**src/design/dmsc_pkg.sv**
```systemverilog
// shared types, codes and the timer period table of the delta modulation channel
package dmsc_pkg;

    localparam logic [1:0] OP_TICK       = 2'd0;
    localparam logic [1:0] OP_FETCH_DATA = 2'd1;
    localparam logic [1:0] OP_ENABLE     = 2'd2;

    localparam logic [1:0] CFG_RATE_INDEX   = 2'd0;
    localparam logic [1:0] CFG_START_ADDR   = 2'd1;
    localparam logic [1:0] CFG_LENGTH       = 2'd2;
    localparam logic [1:0] CFG_LOOP_MODE    = 2'd3;

    localparam logic [6:0] LEVEL_RESET  = 7'd64;
    localparam logic [6:0] LEVEL_UP_MAX = 7'd125;
    localparam logic [6:0] LEVEL_DN_MIN = 7'd2;
    localparam logic [3:0] BITS_PER_BYTE = 4'd8;
    localparam logic [1:0] SAMPLE_BASE_HI = 2'b11;

    typedef struct packed {
        logic [3:0] rate_index;
        logic [7:0] start_address_byte;
        logic [7:0] length_byte;
        logic       loop_mode;
    } cfg_t;

    typedef struct packed {
        logic        channel_on;
        logic [8:0]  period_timer;
        logic [3:0]  bits_left;
        logic [7:0]  shift_bits;
        logic [7:0]  buffer_byte;
        logic        buffer_empty;
        logic        fetch_outstanding;
        logic [6:0]  delta_level;
        logic [15:0] read_address;
        logic [11:0] bytes_left;
    } chan_state_t;

    // channel state right after reset
    localparam chan_state_t CHAN_RESET = '{
        channel_on:        1'b0,
        period_timer:      9'd0,
        bits_left:         BITS_PER_BYTE,
        shift_bits:        8'd0,
        buffer_byte:       8'd0,
        buffer_empty:      1'b1,
        fetch_outstanding: 1'b0,
        delta_level:       LEVEL_RESET,
        read_address:      16'd0,
        bytes_left:        12'd0
    };

    typedef struct packed {
        logic [6:0]  level;
        logic        fetch_request;
        logic [15:0] fetch_address;
        logic        bytes_pending;
    } result_t;

    function automatic logic [8:0] rate_period(input logic [3:0] idx);
        logic [8:0] p;
        case (idx)
            4'd0:    p = 9'd428;
            4'd1:    p = 9'd380;
            4'd2:    p = 9'd340;
            4'd3:    p = 9'd320;
            4'd4:    p = 9'd286;
            4'd5:    p = 9'd254;
            4'd6:    p = 9'd226;
            4'd7:    p = 9'd214;
            4'd8:    p = 9'd190;
            4'd9:    p = 9'd160;
            4'd10:   p = 9'd142;
            4'd11:   p = 9'd128;
            4'd12:   p = 9'd106;
            4'd13:   p = 9'd85;
            4'd14:   p = 9'd72;
            default: p = 9'd54;
        endcase
        return p;
    endfunction

endpackage

```
**src/design/dmsc_step.sv**
```systemverilog
// next-state and result logic for one input word of the channel
module dmsc_step (
    input  dmsc_pkg::chan_state_t state,
    input  dmsc_pkg::cfg_t        cfg,
    input  logic [1:0]            op,
    input  logic [7:0]            fetched_byte,
    input  logic                  enable_value,
    output dmsc_pkg::chan_state_t state_next,
    output dmsc_pkg::result_t     result
);

    always_comb begin
        dmsc_pkg::chan_state_t s;
        logic                  req;
        logic [15:0]           req_addr;
        logic [9:0]            timer_sum;

        s         = state;
        req       = 1'b0;
        req_addr  = '0;
        timer_sum = {1'b0, state.period_timer} + {1'b0, dmsc_pkg::rate_period(cfg.rate_index)}
                    - 10'd1;

        unique case (op)
            dmsc_pkg::OP_TICK: begin
                if (state.channel_on) begin
                    if (state.period_timer <= 9'd1) begin
                        s.period_timer = timer_sum[8:0];
                        if (s.bits_left == 4'd0 && !s.buffer_empty) begin
                            s.shift_bits   = s.buffer_byte;
                            s.buffer_empty = 1'b1;
                            s.bits_left    = dmsc_pkg::BITS_PER_BYTE;
                        end
                        if (s.bits_left != 4'd0) begin
                            if (s.shift_bits[0]) begin
                                if (s.delta_level <= dmsc_pkg::LEVEL_UP_MAX) begin
                                    s.delta_level = s.delta_level + 7'd2;
                                end
                            end else if (s.delta_level >= dmsc_pkg::LEVEL_DN_MIN) begin
                                s.delta_level = s.delta_level - 7'd2;
                            end
                            s.shift_bits = {1'b0, s.shift_bits[7:1]};
                            s.bits_left  = s.bits_left - 4'd1;
                        end
                        if (s.buffer_empty && !s.fetch_outstanding) begin
                            // loop restart, then fetch in the same tick
                            if (s.bytes_left == 12'd0 && cfg.loop_mode) begin
                                s.read_address = {dmsc_pkg::SAMPLE_BASE_HI,
                                                  cfg.start_address_byte, 6'd0};
                                s.bytes_left   = {cfg.length_byte, 4'd1};
                            end
                            if (s.bytes_left != 12'd0) begin
                                req                 = 1'b1;
                                req_addr            = s.read_address;
                                s.fetch_outstanding = 1'b1;
                                s.read_address      = s.read_address + 16'd1;
                                s.bytes_left        = s.bytes_left - 12'd1;
                            end
                        end
                    end else begin
                        s.period_timer = state.period_timer - 9'd1;
                    end
                end
            end
            dmsc_pkg::OP_FETCH_DATA: begin
                if (state.fetch_outstanding) begin
                    s.buffer_byte       = fetched_byte;
                    s.buffer_empty      = 1'b0;
                    s.fetch_outstanding = 1'b0;
                end
            end
            dmsc_pkg::OP_ENABLE: begin
                s.channel_on = enable_value;
                if (!enable_value) begin
                    s.bytes_left = '0;
                end else if (state.bytes_left == 12'd0) begin
                    s.read_address = {dmsc_pkg::SAMPLE_BASE_HI, cfg.start_address_byte, 6'd0};
                    s.bytes_left   = {cfg.length_byte, 4'd1};
                end
            end
            default: begin
            end
        endcase

        state_next           = s;
        result.level         = s.channel_on ? s.delta_level : 7'd0;
        result.fetch_request = req;
        result.fetch_address = req_addr;
        result.bytes_pending = (s.bytes_left != 12'd0);
    end

endmodule

```
**src/design/delta_modulation_sample_channel_unit.sv**
```systemverilog
// delta modulation sample channel: config registers, channel state and output register
// the result word of an accepted input word is registered and appears on the m_ side in the following cycle
// throughput: one word per cycle while m_ready stays high; the whole step runs between the state and output registers
// s_ready stays high while the output register is empty or being drained by m_ready
// reset (aresetn low, synchronous) clears config, returns channel state to its reset
// values (level 64, buffer empty, eight bits left) and empties the output register
module delta_modulation_sample_channel_unit (
    input  logic        aclk,
    input  logic        aresetn,
    input  logic        s_valid,
    output logic        s_ready,
    input  logic [1:0]  s_op,
    input  logic [7:0]  s_fetched_byte,
    input  logic        s_enable_value,
    output logic        m_valid,
    input  logic        m_ready,
    output logic [6:0]  m_level,
    output logic        m_fetch_request,
    output logic [15:0] m_fetch_address,
    output logic        m_bytes_pending,
    input  logic        cfg_valid,
    output logic        cfg_ready,
    input  logic [1:0]  cfg_index,
    input  logic [7:0]  cfg_data
);

    dmsc_pkg::cfg_t        cfg_reg;
    dmsc_pkg::chan_state_t state_reg;
    dmsc_pkg::chan_state_t state_next;
    dmsc_pkg::result_t     result_next;
    dmsc_pkg::result_t     result_reg;
    logic                  out_valid_reg;
    logic                  accept;

    assign s_ready   = !out_valid_reg || m_ready;
    assign cfg_ready = 1'b1;
    assign accept    = s_valid && s_ready;

    dmsc_step u_step (
        .state        (state_reg),
        .cfg          (cfg_reg),
        .op           (s_op),
        .fetched_byte (s_fetched_byte),
        .enable_value (s_enable_value),
        .state_next   (state_next),
        .result       (result_next)
    );

    always_ff @(posedge aclk) begin
        if (!aresetn) begin
            cfg_reg <= '0;
        end else if (cfg_valid) begin
            unique case (cfg_index)
                dmsc_pkg::CFG_RATE_INDEX: cfg_reg.rate_index         <= cfg_data[3:0];
                dmsc_pkg::CFG_START_ADDR: cfg_reg.start_address_byte <= cfg_data;
                dmsc_pkg::CFG_LENGTH:     cfg_reg.length_byte        <= cfg_data;
                dmsc_pkg::CFG_LOOP_MODE:  cfg_reg.loop_mode          <= cfg_data[0];
                default: begin
                end
            endcase
        end
    end

    always_ff @(posedge aclk) begin
        if (!aresetn) begin
            state_reg                   <= dmsc_pkg::CHAN_RESET;
            out_valid_reg               <= 1'b0;
        end else begin
            if (accept) begin
                state_reg <= state_next;
            end
            if (accept) begin
                out_valid_reg <= 1'b1;
            end else if (m_ready) begin
                out_valid_reg <= 1'b0;
            end
        end
    end

    always_ff @(posedge aclk) begin
        if (accept) begin
            result_reg <= result_next;
        end
    end

    assign m_valid         = out_valid_reg;
    assign m_level         = result_reg.level;
    assign m_fetch_request = result_reg.fetch_request;
    assign m_fetch_address = result_reg.fetch_address;
    assign m_bytes_pending = result_reg.bytes_pending;

    // an idle result word carries a zero address
    a_addr_zero_without_fetch: assert property (@(posedge aclk) disable iff (!aresetn)
        m_valid && !m_fetch_request |-> m_fetch_address == 16'd0)
        else $error("fetch address nonzero without fetch request");

    // never a second fetch while one is still in flight
    a_single_fetch: assert property (@(posedge aclk) disable iff (!aresetn)
        state_reg.fetch_outstanding |-> !result_next.fetch_request)
        else $error("fetch issued while another is outstanding");

    // a fetch issued leaves the outstanding flag set
    a_fetch_marks_outstanding: assert property (@(posedge aclk) disable iff (!aresetn)
        accept && result_next.fetch_request |=> state_reg.fetch_outstanding)
        else $error("issued fetch not marked outstanding");

    // level word reads zero while the channel is off
    a_level_gated: assert property (@(posedge aclk) disable iff (!aresetn)
        m_valid && !state_reg.channel_on |-> m_level == 7'd0)
        else $error("level nonzero while channel disabled");

endmodule

```
**config.mk**
```make
export PLATFORM = sky130hd
export DESIGN_NAME = delta_modulation_sample_channel_unit
export DESIGN_NICKNAME = d
export VERILOG_FILES = /design/src/design/dmsc_pkg.sv /design/src/design/dmsc_step.sv /design/src/design/delta_modulation_sample_channel_unit.sv
export SDC_FILE = /design/constraint.sdc
export NUM_CORES = 1
export LEC_CHECK = 0
export BUFFER_PORTS_ARGS = -buffer_cell sky130_fd_sc_hd__clkbuf_2
export CAP_MARGIN = 20
export CELL_PAD_IN_SITES_DETAIL_PLACEMENT = 1
export CELL_PAD_IN_SITES_GLOBAL_PLACEMENT = 1
export CORE_MARGIN = 4
export CORE_UTILIZATION = 46
export CTS_CLUSTER_DIAMETER = 80
export CTS_CLUSTER_SIZE = 24
export DETAILED_ROUTE_END_ITERATION = 6
export HOLD_SLACK_MARGIN = 0.15
export PLACE_DENSITY_LB_ADDON = 0.2
export REMOVE_ABC_BUFFERS = 1
export SYNTH_ARGS = -nofsm -noshare
export SYNTH_HDL_FRONTEND = slang
export SYNTH_SLANG_ARGS = --single-unit
```
**constraint.sdc**
```tcl
create_clock -name aclk -period 3.37 [get_ports aclk]
set_input_delay 0.1685 -clock aclk [delete_from_list [all_inputs] [get_ports aclk]]
set_output_delay 0.1685 -clock aclk [all_outputs]
set_load 0.005 [all_outputs]
```
==> impl_metrics.ini <==
[run_status]
outcome = complete, no violations

[critical_path]
timing.rr.start = state_reg[0]
cp_data_arrival_time_ns = 3.26
max_stage_delay_ns = 0.89
launching_element_type_of_the_critical_path = register
r2r_path_end = m_bytes_pending
maximum_fanout_count_along_the_critical_path = 14
worstPathBufferInverterCount = 0
r2r.worst_path.cells = 7
criticalPathCategory = reg -> reg
worst_path_max_delay_cell = sky130_fd_sc_hd__or4_1
critPathRequiredTime_ns = 3.52
r2r_setup_slack_ns = 0.26
worst_path_dominant_cell_family = simple AND/OR/NAND/NOR gates
critPathCaptureType = register
path_cells = or4_1, o41ai_2, a211oi_1, o311ai_0, o211ai_1, nor4_1, nand4_1

[timing]
timing.slew.headroom_pct = 40.2
finalCritPeriodShare_pct = 92.3
tightestPinTransition_ns = 0.898
final_hold_violating_endpoints = 0
shortest_clock_period_the_worst_path_allows_after_layout_ns = 3.11
slew_violations = 0
worst_clock_skew_ns = 0.0107
achievable_frequency_ghz = 0.322
setup_viol_count_final = 0
fin_setup_tns_ns = 0
unrepaired_setup_endpoints_after_global_routing = false

[route]
route.final.wire_length_mm = 21.5
avgViaCountPerCell = 6.11
routedWlPerCell_um = 20.0
route.antenna.remaining_nets = 0
drtIter0Drc = 497
drt_first_pass_iters = 5
detail_route.drc_violations = 0
number_of_vias_after_detailed_routing = 6567

[layout]
largest_reg_flops = 66
seqCellArea_mm2 = 0.00266
areaGrowthSynthToFinish_pct = 17.3
fin_nets = 931
most_common_library_cell_in_the_layout_ignoring_fill_and_taps = sky130_fd_sc_hd__nor2_1
utilization_pct = 55.3
layout_common_cells = 98 x sky130_fd_sc_hd__nor2_1, 97 x sky130_fd_sc_hd__dfxtp_1, 60 x sky130_fd_sc_hd__nand2_1
multi_input_area_mm2 = 0.00381
layout-drive-gt1-share_pct = 13.4
antenna-diode-count = 0
number_of_inserted_filler_cells_in_the_final_layout = 1754

[clocking]
cts-buffers-inserted = 17
postCtsSetupBuffers = 0
clk_path_buf_depth = 2
htreeDepth = 4
cts_root_buf = sky130_fd_sc_hd__clkbuf_16
cts.sinks = 121
clk_transition_reported_paths_ns = 0.05
tritoncts_clock_tree = done
insertion_delay_ns = 0.43

[power_and_ir_drop]
p_leak_nw = 3.35
combPwrFrac_pct = 14.1
worst_vdd_rail_ir_drop_v = 0.000393
p_int_mw = 2.83
sw_frac_of_total_pct = 27.9
pwr_density_cell_mw_per_mm2 = 484
pwr-share-clk_pct = 45.8
switchingPower_mw = 1.10
pwr-share-seq_pct = 40.1

[yosys]
ys_ff_latch = 121
ys_seq_area_share_pct = 38.5
syn_area_per_cell_um2 = 8.47
netlist_instances = 816
synth_flop_cell = sky130_fd_sc_hd__dfxtp_1
synth_cell_types = 77
ys_async_sr_fraction_pct = 0
synth_enable_flop_cells = 24
netlist_area_pre_place_mm2 = 0.00691
yosysWarnings = 0

[min_path]
hold_path.startpoint = s_op[0]
min_path_cells = 2
holdPathEnd = state_reg[35]
timing.hold.worst.class = in -> reg

[die]
starting_density_of_the_core_pct = 47.2
die_area_mm2 = 0.0170
design.core.area_mm2 = 0.0146
boundaryPins = 54
chipWidth_um = 131
rows = 44
die_h_um = 131

[global_routing]
maximum_number_of_pins_on_one_net_before_global_route_repair = 77
gr-total-overflow = 0
antenna_violations_before_repair = 0
grt_pass1_wl_mm = 35.2
track_usage_pct = 26.2
via_count_of_the_first_global_routing_pass = 6782

[placed_design]
io_buffers = 51
gp_congestion = 0.917
hpwlAfterDp_mm = 14.7

[job]
maxCapViolations = 0
==> how the worst max path moves through the flow <==
| stage | from | end | slack (ns) | cells past startpoint |
|---|---|---|---|---|
| 2_1_floorplan | state_reg[0] | m_bytes_pending | 0.13 | 7 |
| 3_3_place_gp | state_reg[2] | m_bytes_pending | 0.44 | 8 |
| 3_5_place_dp | state_reg[0] | m_bytes_pending | 0.35 | 7 |
| 4_1_cts | state_reg[0] | m_bytes_pending | 0.34 | 7 |
| 5_1_grt | state_reg[2] | m_bytes_pending | 0.14 | 8 |
| 6_report | state_reg[0] | m_bytes_pending | 0.26 | 7 |
==> Yosys cell counts (4+ instances only) <==
master	number	area share, %
sky130_fd_sc_hd__a211oi_1	17	1.8
sky130_fd_sc_hd__a21o_1	6	0.65
sky130_fd_sc_hd__a21oi_1	51	3.7
sky130_fd_sc_hd__a221oi_1	4	0.51
sky130_fd_sc_hd__a22oi_1	17	1.8
sky130_fd_sc_hd__a31oi_1	6	0.54
sky130_fd_sc_hd__and3_1	14	1.3
sky130_fd_sc_hd__buf_1	4	0.22
sky130_fd_sc_hd__buf_2	6	0.43
sky130_fd_sc_hd__buf_4	4	0.43
sky130_fd_sc_hd__clkbuf_1	32	1.7
sky130_fd_sc_hd__dfxtp_1	97	28
sky130_fd_sc_hd__edfxtp_1	24	10
sky130_fd_sc_hd__ha_1	26	4.7
sky130_fd_sc_hd__inv_1	55	3.0
sky130_fd_sc_hd__mux2i_1	40	5.8
sky130_fd_sc_hd__nand2_1	60	3.3
sky130_fd_sc_hd__nand2b_1	6	0.54
sky130_fd_sc_hd__nand3_1	23	1.7
sky130_fd_sc_hd__nand4_1	8	0.72
sky130_fd_sc_hd__nor2_1	98	5.3
sky130_fd_sc_hd__nor3_1	22	1.6
sky130_fd_sc_hd__nor4_1	15	1.4
sky130_fd_sc_hd__o211ai_1	5	0.54
sky130_fd_sc_hd__o21a_1	4	0.43
sky130_fd_sc_hd__o21ai_0	44	3.2
sky130_fd_sc_hd__o22ai_1	10	0.91
sky130_fd_sc_hd__o31a_1	4	0.51
sky130_fd_sc_hd__or3_1	7	0.63
sky130_fd_sc_hd__or4_1	8	0.87
sky130_fd_sc_hd__xnor2_1	11	1.4
sky130_fd_sc_hd__xor2_1	9	1.1
==> cells by family after synthesis <==
logic type,share of synthesized area [%]
simple gates,21.0
compound gates,20.5
flops,38.5
buf+inv,6.30
mux,5.96
fa+ha+maj,5.00
xor+xnor,2.54
other cells,0.109
==> per-layer routing <==
layer	routed length, um	GRT usage [%]
met2	10500	43.4
met4	513	10.0
met1	9460	33.6
met3	1020	5.65
met5	0	0
==> power groups by stage <==
stage          registers, mW  logic, mW  clock network [mW]
6_report                1.57      0.555                1.80
5_1_grt                 1.58      0.611                1.90
4_1_cts                 1.57      0.552                1.82
3_5_place_dp            1.60      0.526                   0
3_3_place_gp            1.60      0.507                   0
2_1_floorplan           1.59      0.345                   0
==> area by class of cell <==
type	count	area share, %
clock inverters	15	1.85
well taps	184	2.84
flip-flops and latches	121	32.9
clock buffers	17	5.25
multi-input cells	591	47.0
repair buffers	92	7.60
inverters	55	2.55
==> through the flow <==
step	hold WS (ns)	power (mW)	area, um^2	cells	worst slack, ns
floorplan	0.245	1.93	6680	767	0.126
global placement	0.399	2.11	7320	1022	0.441
detailed placement	0.414	2.13	7320	1022	0.349
CTS	0.199	3.94	8100	1075	0.342
global route	0.226	4.09	8100	1075	0.143
finish	0.231	3.92	8100	1075	0.261
==> timing repair <==
| item | 4_1_cts | 5_1_grt |
|---|---|---|
| setup endpoints to repair | 0 | 0 |
| endpoints found under the hold margin | 27 | 0 |
| resized for setup | 0 | 0 |
| hold buffers | 21 | 0 |
(Power assumes the default switching activity.)
